File: src/hdl/csm_pkg.sv
// ---------------------------------------------------------------------------
// csm_pkg
// types, signature tables and helpers for the caseless signature matcher
// ---------------------------------------------------------------------------
package csm_pkg;

  localparam int unsigned NUM_A     = 7;
  localparam int unsigned NUM_B     = 6;
  localparam int unsigned SIG_ROW_W = 22;

  localparam logic [7:0] SIG_KEY       = 8'h37;
  localparam logic [7:0] CASE_OFFSET   = 8'd32;
  localparam logic [7:0] ASCII_UPPER_A = 8'h41;
  localparam logic [7:0] ASCII_UPPER_Z = 8'h5a;
  localparam logic [7:0] SIG_PAD       = 8'h00;

  localparam int unsigned CFG_WIDTH = 7;

  typedef enum logic {
    CFG_GROUP_A_EN = 1'b0,
    CFG_GROUP_B_EN = 1'b1
  } cfg_idx_e;

  typedef struct packed {
    logic [7:0] data_byte;
    logic       stream_start;
    logic       stream_end;
  } in_t;

  typedef struct packed {
    logic group_a_hit;
    logic group_b_hit;
    logic stream_done;
  } out_t;

  typedef struct packed {
    logic group_a;
    logic group_b;
  } hit_t;

  // signature bytes stored xor SIG_KEY, first character at index 0
  localparam logic [7:0] SIG_A_ENC [NUM_A][SIG_ROW_W] = '{
    '{0: 8'h51, 1: 8'h45, 2: 8'h5e, 3: 8'h53, 4: 8'h56, default: SIG_PAD},
    '{0: 8'h51, 1: 8'h45, 2: 8'h5e, 3: 8'h53, 4: 8'h56, 5: 8'h1a, 6: 8'h56,
      7: 8'h50, 8: 8'h52, 9: 8'h59, 10: 8'h43, default: SIG_PAD},
    '{0: 8'h51, 1: 8'h45, 2: 8'h5e, 3: 8'h53, 4: 8'h56, 5: 8'h1a, 6: 8'h50,
      7: 8'h56, 8: 8'h53, 9: 8'h50, 10: 8'h52, 11: 8'h43, default: SIG_PAD},
    '{0: 8'h5b, 1: 8'h5e, 2: 8'h55, 3: 8'h51, 4: 8'h45, 5: 8'h5e, 6: 8'h53,
      7: 8'h56, default: SIG_PAD},
    '{0: 8'h50, 1: 8'h42, 2: 8'h5a, 3: 8'h1a, 4: 8'h5d, 5: 8'h44, 6: 8'h1a,
      7: 8'h5b, 8: 8'h58, 9: 8'h58, 10: 8'h47, default: SIG_PAD},
    '{0: 8'h5b, 1: 8'h5e, 2: 8'h59, 3: 8'h5d, 4: 8'h52, 5: 8'h54, 6: 8'h43,
      7: 8'h58, 8: 8'h45, default: SIG_PAD},
    '{0: 8'h45, 1: 8'h52, 2: 8'h19, 3: 8'h51, 4: 8'h45, 5: 8'h5e, 6: 8'h53,
      7: 8'h56, 8: 8'h19, 9: 8'h44, 10: 8'h52, 11: 8'h45, 12: 8'h41,
      13: 8'h52, 14: 8'h45, default: SIG_PAD}
  };

  localparam logic [7:0] SIG_B_ENC [NUM_B][SIG_ROW_W] = '{
    '{0: 8'h53, 1: 8'h52, 2: 8'h19, 3: 8'h45, 4: 8'h58, 5: 8'h55, 6: 8'h41,
      7: 8'h19, 8: 8'h56, 9: 8'h59, 10: 8'h53, 11: 8'h45, 12: 8'h58,
      13: 8'h5e, 14: 8'h53, 15: 8'h19, 16: 8'h4f, 17: 8'h47, 18: 8'h58,
      19: 8'h44, 20: 8'h52, 21: 8'h53},
    '{0: 8'h6f, 1: 8'h47, 2: 8'h58, 3: 8'h44, 4: 8'h52, 5: 8'h53, 6: 8'h75,
      7: 8'h45, 8: 8'h5e, 9: 8'h53, 10: 8'h50, 11: 8'h52, default: SIG_PAD},
    '{0: 8'h45, 1: 8'h5e, 2: 8'h45, 3: 8'h42, default: SIG_PAD},
    '{0: 8'h5b, 1: 8'h44, 2: 8'h47, 3: 8'h53, default: SIG_PAD},
    '{0: 8'h5b, 1: 8'h44, 2: 8'h47, 3: 8'h58, 4: 8'h44, 5: 8'h52,
      default: SIG_PAD},
    '{0: 8'h4f, 1: 8'h47, 2: 8'h58, 3: 8'h44, 4: 8'h52, 5: 8'h53,
      default: SIG_PAD}
  };

  localparam int unsigned SIG_A_LEN [NUM_A] = '{5, 11, 12, 8, 11, 9, 15};
  localparam int unsigned SIG_B_LEN [NUM_B] = '{22, 12, 4, 4, 6, 6};

  // ascii letters to lower case, everything else untouched
  function automatic logic [7:0] fold_case(logic [7:0] c);
    logic [7:0] r;
    r = c;
    if (c >= ASCII_UPPER_A && c <= ASCII_UPPER_Z) begin
      r = c + CASE_OFFSET;
    end
    return r;
  endfunction

  function automatic logic [7:0] sig_char(logic [7:0] enc);
    return fold_case(enc ^ SIG_KEY);
  endfunction

endpackage

File: src/hdl/csm_history.sv
// ---------------------------------------------------------------------------
// csm_history
// shift line of recent folded bytes, presents the compare window
// ---------------------------------------------------------------------------
module csm_history import csm_pkg::*; #(
  parameter int unsigned MAX_SIG_LEN = 22
) (
  input  logic                              clk_i,
  input  logic                              rst_ni,
  input  logic                              shift_i,
  input  logic                              clear_i,
  input  logic [7:0]                        cur_i,
  output logic [MAX_SIG_LEN-1:0][7:0]       window_o
);

  localparam int unsigned HistDepth = MAX_SIG_LEN - 1;

  logic [HistDepth-1:0][7:0] hist_q, hist_d;
  logic [HistDepth-1:0][7:0] hist_eff;

  // stream start wipes the history before the current byte is looked at
  assign hist_eff = clear_i ? '0 : hist_q;
  assign window_o = {hist_eff, cur_i};
  assign hist_d   = {hist_eff[HistDepth-2:0], cur_i};

  always_ff @(posedge clk_i or negedge rst_ni) begin
    if (!rst_ni) begin
      hist_q <= '0;
    end else if (shift_i) begin
      hist_q <= hist_d;
    end
  end

endmodule

File: src/hdl/csm_matcher.sv
// ---------------------------------------------------------------------------
// csm_matcher
// parallel compare of every signature ending at the newest byte
// ---------------------------------------------------------------------------
module csm_matcher import csm_pkg::*; #(
  parameter int unsigned MAX_SIG_LEN = 22
) (
  input  logic [MAX_SIG_LEN-1:0][7:0] window_i,
  input  logic [NUM_A-1:0]            group_a_enable_i,
  input  logic [NUM_B-1:0]            group_b_enable_i,
  output hit_t                        hit_o
);

  logic [NUM_A-1:0] match_a;
  logic [NUM_B-1:0] match_b;

  // window entry 0 is the newest byte, so the last signature char sits there
  for (genvar s = 0; s < NUM_A; s++) begin : g_sig_a
    localparam int unsigned Len = SIG_A_LEN[s];
    if (Len >= 1 && Len <= MAX_SIG_LEN && Len <= SIG_ROW_W) begin : g_fit
      logic [Len-1:0] eq;
      for (genvar k = 0; k < Len; k++) begin : g_chr
        assign eq[k] = (window_i[Len-1-k] == sig_char(SIG_A_ENC[s][k]));
      end
      assign match_a[s] = &eq;
    end else begin : g_nofit
      assign match_a[s] = 1'b0;
    end
  end

  for (genvar s = 0; s < NUM_B; s++) begin : g_sig_b
    localparam int unsigned Len = SIG_B_LEN[s];
    if (Len >= 1 && Len <= MAX_SIG_LEN && Len <= SIG_ROW_W) begin : g_fit
      logic [Len-1:0] eq;
      for (genvar k = 0; k < Len; k++) begin : g_chr
        assign eq[k] = (window_i[Len-1-k] == sig_char(SIG_B_ENC[s][k]));
      end
      assign match_b[s] = &eq;
    end else begin : g_nofit
      assign match_b[s] = 1'b0;
    end
  end

  assign hit_o.group_a = |(match_a & group_a_enable_i);
  assign hit_o.group_b = |(match_b & group_b_enable_i);

endmodule

File: src/hdl/caseless_multi_signature_match.sv
// ---------------------------------------------------------------------------
// caseless_multi_signature_match
// byte stream scanner against two built-in groups of caseless signatures
// ---------------------------------------------------------------------------
//   channel | direction | handshake                 | payload
//   --------+-----------+---------------------------+------------
//   in      | input     | in_valid_i / in_stall_o   | in_data_i
//   out     | output    | out_valid_o / out_stall_i | out_data_o
//   cfg     | input     | cfg_we_i                  | cfg_idx_i, cfg_wdata_i
//
// one byte per cycle while the output is not stalled; a taken byte reaches the
// output through the input register, then the compare and result register
// the compare window is the history shift line plus the input register byte
// reset clears history and hit flags and sets all signature enables
// a stalled output holds its transaction; the input register keeps taking
// bytes as long as the output register can move
// ---------------------------------------------------------------------------
module caseless_multi_signature_match import csm_pkg::*; #(
  parameter int unsigned MAX_SIG_LEN = 22
) (
  input  logic                 clk_i,
  input  logic                 rst_ni,
  input  logic                 in_valid_i,
  output logic                 in_stall_o,
  input  in_t                  in_data_i,
  output logic                 out_valid_o,
  input  logic                 out_stall_i,
  output out_t                 out_data_o,
  input  logic                 cfg_we_i,
  input  cfg_idx_e             cfg_idx_i,
  input  logic [CFG_WIDTH-1:0] cfg_wdata_i
);

  logic             in_vld_q;
  in_t              in_q;
  logic             out_vld_q;
  out_t             out_q;
  logic             seen_a_q, seen_a_d;
  logic             seen_b_q, seen_b_d;
  logic [NUM_A-1:0] en_a_q;
  logic [NUM_B-1:0] en_b_q;
  logic             adv;
  logic             proc;
  logic             take_in;
  logic [MAX_SIG_LEN-1:0][7:0] window;
  hit_t             hit;

  assign adv        = !out_vld_q || !out_stall_i;
  assign proc       = in_vld_q && adv;
  assign in_stall_o = in_vld_q && !adv;
  assign take_in    = in_valid_i && !in_stall_o;

  always_ff @(posedge clk_i or negedge rst_ni) begin
    if (!rst_ni) begin
      en_a_q <= '1;
      en_b_q <= '1;
    end else if (cfg_we_i) begin
      unique case (cfg_idx_i)
        CFG_GROUP_A_EN: en_a_q <= cfg_wdata_i[NUM_A-1:0];
        CFG_GROUP_B_EN: en_b_q <= cfg_wdata_i[NUM_B-1:0];
        default:        ;
      endcase
    end
  end

  // input register, byte folded on the way in
  always_ff @(posedge clk_i or negedge rst_ni) begin
    if (!rst_ni) begin
      in_vld_q <= 1'b0;
    end else if (!in_stall_o) begin
      in_vld_q <= in_valid_i;
    end
  end

  always_ff @(posedge clk_i) begin
    if (take_in) begin
      in_q.data_byte    <= fold_case(in_data_i.data_byte);
      in_q.stream_start <= in_data_i.stream_start;
      in_q.stream_end   <= in_data_i.stream_end;
    end
  end

  csm_history #(
    .MAX_SIG_LEN (MAX_SIG_LEN)
  ) u_history (
    .clk_i    (clk_i),
    .rst_ni   (rst_ni),
    .shift_i  (proc),
    .clear_i  (in_q.stream_start),
    .cur_i    (in_q.data_byte),
    .window_o (window)
  );

  csm_matcher #(
    .MAX_SIG_LEN (MAX_SIG_LEN)
  ) u_matcher (
    .window_i         (window),
    .group_a_enable_i (en_a_q),
    .group_b_enable_i (en_b_q),
    .hit_o            (hit)
  );

  assign seen_a_d = (seen_a_q && !in_q.stream_start) || hit.group_a;
  assign seen_b_d = (seen_b_q && !in_q.stream_start) || hit.group_b;

  always_ff @(posedge clk_i or negedge rst_ni) begin
    if (!rst_ni) begin
      seen_a_q  <= 1'b0;
      seen_b_q  <= 1'b0;
      out_vld_q <= 1'b0;
    end else begin
      if (proc) begin
        seen_a_q <= seen_a_d;
        seen_b_q <= seen_b_d;
      end
      if (adv) begin
        out_vld_q <= in_vld_q;
      end
    end
  end

  always_ff @(posedge clk_i) begin
    if (proc) begin
      out_q.group_a_hit <= seen_a_d;
      out_q.group_b_hit <= seen_b_d;
      out_q.stream_done <= in_q.stream_end;
    end
  end

  assign out_valid_o = out_vld_q;
  assign out_data_o  = out_q;

endmodule

File: config.mk
export PLATFORM = sky130hd
export DESIGN_NAME = caseless_multi_signature_match
export DESIGN_NICKNAME = d
export VERILOG_FILES = /design/src/hdl/csm_pkg.sv /design/src/hdl/csm_history.sv /design/src/hdl/csm_matcher.sv /design/src/hdl/caseless_multi_signature_match.sv
export SDC_FILE = /design/constraint.sdc
export NUM_CORES = 1
export LEC_CHECK = 0
export BUFFER_PORTS_ARGS = -buffer_cell sky130_fd_sc_hd__buf_2
export CORE_MARGIN = 2
export CORE_UTILIZATION = 59
export DETAILED_ROUTE_END_ITERATION = 8
export PLACE_DENSITY = 0.82
export SYNTH_ARGS = -nofsm -noshare
export SYNTH_HDL_FRONTEND = slang
export SYNTH_SLANG_ARGS = --single-unit
File: constraint.sdc
create_clock -name clk_i -period 2.8 [get_ports clk_i]
set_input_delay 0.42 -clock clk_i [delete_from_list [all_inputs] [get_ports clk_i]]
set_output_delay 0.42 -clock clk_i [all_outputs]
set_load 0.05 [all_outputs]
==> impl_metrics.py <==
metrics = {
    "floorplan": {
        "num_io_pins": 28,
        "initial_core_util": 0.5956,
        "dieArea_um2": 16880,
        "rows": 46,
        "die_x_um": 129.9,
        "core_um2": 15710,
        "fp.dieH_um": 129.9,
    },
    "timing": {
        "fin_tns_setup_ns": 0,
        "finalHoldViolations": 0,
        "finalCritPeriodShare": 0.9393,
        "tightest_slew_ns": 0.9294,
        "fmax_ghz": 0.3802,
        "final-max-slew-violation-count": 0,
        "rsz0062_at_grt": "false",
        "setup-violations-final": 0,
        "finalClockSkew_ns": 0.01567,
        "relSlewSlack": 0.3804,
        "fin_crit_ns": 2.630,
    },
    "cts": {
        "post_cts_buffers": 0,
        "cts-root-buf": "clkbuf_16",
        "numCtsBuffers": 17,
        "cts.path.max_buffers": 2,
        "clock_sinks": 198,
        "htreeDepth": 4,
        "clk_latency_ns": 0.44,
        "clkTransAtPathRegs_ns": 0.07,
        "cts_tree": "done",
    },
    "synth": {
        "synth_area_um2": 9358,
        "synthesis.nets": 1024,
        "ys_seq_area_frac": 0.5382,
        "synthTopCellsByArea": "dfrtp_1 (46%), nand2b_1 (11%), o21ai_0 (8.6%), nand2_1 (8.2%), edfxtp_1 (4.2%)",
        "yosys.area.top_type": "dfrtp_1",
        "synth_top_area_share": 0.4600,
        "syn_area_per_cell_um2": 9.358,
        "synthDistinctLibCells": 46,
        "async_flop_share": 0.9343,
        "synthCells": 1000,
        "synth_edf_count": 13,
        "yosysWarningCount": 0,
        "ys_ff_latch": 198,
        "synth_ff_type": "dfrtp_1",
    },
    "power": {
        "clkPwrFrac": 0.403,
        "pwr-share-seq": 0.514,
        "leakage_uw": 0.004037,
        "power_switching_uw": 1587,
        "p_int_uw": 4618,
        "powerDensity_nw_per_um2": 600.7,
        "ir_drop_mv": 0.4452,
        "swShare": 0.2558,
        "p_comb_frac": 0.083,
    },
    "global_route": {
        "grt_usage": 0.2861,
        "grt_max_degree": 209,
        "grt_pass1_wl_mm": 36.90,
        "grt_pass1_vias": 6970,
        "grt_overflow": 0,
        "antenna_found_initial": 0,
    },
    "detailed_routing": {
        "postRouteAntennaNets": 0,
        "via_per_inst": 5.844,
        "drtPass1Iterations": 5,
        "routedWlPerCell_um": 18.52,
        "drtIter0Drc": 699,
        "vias": 7200,
        "routed_wl_mm": 22.82,
        "drcViolationCount": 0,
    },
    "worst_setup_path": {
        "end_kind": "flop",
        "cp_max_fo": 12,
        "cpMaxStageDelayCell": "edfxtp_1",
        "cp.arrival_ns": 2.96,
        "cp.required_ns": 3.13,
        "worstSetupStartpointType": "flop",
        "critical_path_class": "flop to flop",
        "cpPeakStageDelay_ns": 0.56,
        "timing.rr.end": "seen_a_q",
        "cp_cell_sequence": "buf_4 -> and4bb_1 -> nand3_1 -> nor4_1 -> and3_1 -> nand4_1 -> a2111o_1 -> a31oi_1",
        "ff2ff_setup_slack_ns": 0.17,
        "r2r_cells": 8,
        "regToRegStartpoint": "in_q[1]",
    },
    "hold_path": {
        "whs_path_depth": 1,
        "hp-class": "input port to flop",
        "hp-start": "in_data_i[0]",
        "whs_endpoint": "in_q[0]",
    },
    "finish": {
        "syn2layout_area_growth_pct": 10.40,
        "ff_latch_area_um2": 5036,
        "fillerInstances": 1285,
        "multi_input_area_um2": 4110,
        "design_area_um2": 10330,
        "drive_gt1_frac": 0.1043,
        "final_nets": 1027,
        "diodes": 0,
    },
    "placement": {
        "hpwl_mm": 15.81,
        "io_buffers": 27,
        "place_congestion": 0.9949,
        "postPlaceCellArea_um2": 9706,
    },
    "outcome": {
        "status": "complete, no violations",
    },
    "job": {
        "max_cap_viol_count": 0,
    },
}
==> kinds of logic (layout without fill, tap and decap cells) <==
| family | Yosys count | in the layout | share of synthesized area |
|---|---|---|---|
| fa+ha+maj | 1 | 1 | 0.001337 |
| compound gates | 173 | 173 | 0.09640 |
| simple gates | 555 | 555 | 0.3232 |
| buf+inv | 59 | 75 | 0.02407 |
| mux | 14 | 14 | 0.01685 |
| flops | 198 | 198 | 0.5382 |
==> routing by layer <==
metal / wire (um) / track usage / up-vias
li1: - / - / 3439
met1: 10080 / 0.3934 / 3519
met2: 11090 / 0.4663 / 210
met3: 1207 / 0.05781 / 32
met4: 440 / 0.08159 / 0
met5: 0 / 0 / -
==> power by group through the flow <==
stage / Clock (uW) / Combinational, uW / Sequential [uW]
after floorplan: 0 / 339 / 3190
after global placement: 0 / 503 / 3240
after detailed placement: 0 / 514 / 3240
after CTS: 2550 / 518 / 3190
after global routing: 2670 / 578 / 3210
final: 2500 / 513 / 3190
==> repair_timing <==
item,4_1_cts,5_1_grt
resized for setup,0,1
endpoints found under the setup margin,0,2
hold endpoints to repair,48,0
hold buffers,1,0
==> cells in the final DEF (no fill, tap or decap), drive strengths merged, types with 2 or more instances in the layout <==
master	count
nand2	204
dfstp	13
nor3	14
mux2	14
and2	2
nand4b	9
and4b	6
nor4bb	5
edfxtp	13
or4b	2
dfrtp	172
a31oi	4
nand3b	8
nand4	20
nand3	23
or4	3
and4	4
inv	5
and3	3
nor2b	9
clkinv	4
and4bb	6
nor4b	7
clkbuf	21
o21ai	160
nor3b	7
nor4	23
clkinvlp	4
nand4bb	3
nor2	29
bufinv	2
or3	3
nand2b	162
buf	38
==> state kept, by name, indices dropped and copies added (netlist names) <==
name / cells
u_history.hist_q: 168
in_q: 10
en_a_q: 7
en_b_q: 6
out_data_o: 3
in_vld_q: 1
out_valid_o: 1
seen_a_q: 1
seen_b_q: 1
==> cell type report <==
cell class | instances | share of cell area
sequential | 198 | 0.4875
multi-input combinational | 743 | 0.3978
clock buffer | 20 | 0.04529
timing repair buffer | 40 | 0.02846
tap | 216 | 0.02616
clock inverter | 12 | 0.01369
inverter | 3 | 0.001090
==> critical path: cells and delay by family, from the launching register on <==
kind,cells,cell delay (ns)
and+or+nand+nor,5,1.14
AOI/OAI and AO/OA,2,0.58
DFF,1,0.56
buffers and inverters,1,0.24
==> worst max path at each step <==
stage | startpoint | to | slack (ns) | cells past startpoint
2_1_floorplan | out_valid_o | out_data_o[0] | 0.56 | 6
3_3_place_gp | in_q[1] | seen_a_q | 0.21 | 8
3_5_place_dp | in_q[1] | seen_b_q | 0.11 | 7
4_1_cts | in_q[1] | seen_b_q | 0.07 | 7
5_1_grt | in_q[1] | seen_b_q | 0.02 | 7
6_report | in_q[1] | seen_a_q | 0.17 | 8
==> synth_stat cells (5+ instances only) <==
library cell and n:
edfxtp_1 13, nor4_1 23, nor4bb_1 5, nor4b_1 7, nor3_1 14, mux2_2 14
nand4_1 20, nand3_1 23, nand3b_1 8, nor3b_1 7, and4b_1 6, dfrtp_1 172
nand2b_1 162, dfstp_2 13, o21ai_0 160, nor2b_1 9, nand4b_1 9, clkbuf_1 53
nor2_1 29, nand2_1 204
==> through the flow <==
step           std cells  worst slack, ns  total power, uW  utilization  hold slack (ns)
2_1_floorplan       1000           0.5569             3524            -           0.1244
5_1_grt             1232          0.01989             6456       0.6575           0.1516
3_5_place_dp        1199           0.1096             3755       0.6177           0.4020
4_1_cts             1232          0.06779             6254       0.6571           0.1516
3_3_place_gp        1199           0.2095             3745       0.6177           0.4006
6_report            1232           0.1699             6206       0.6575           0.1633
Power figures use the tool's default switching activity.
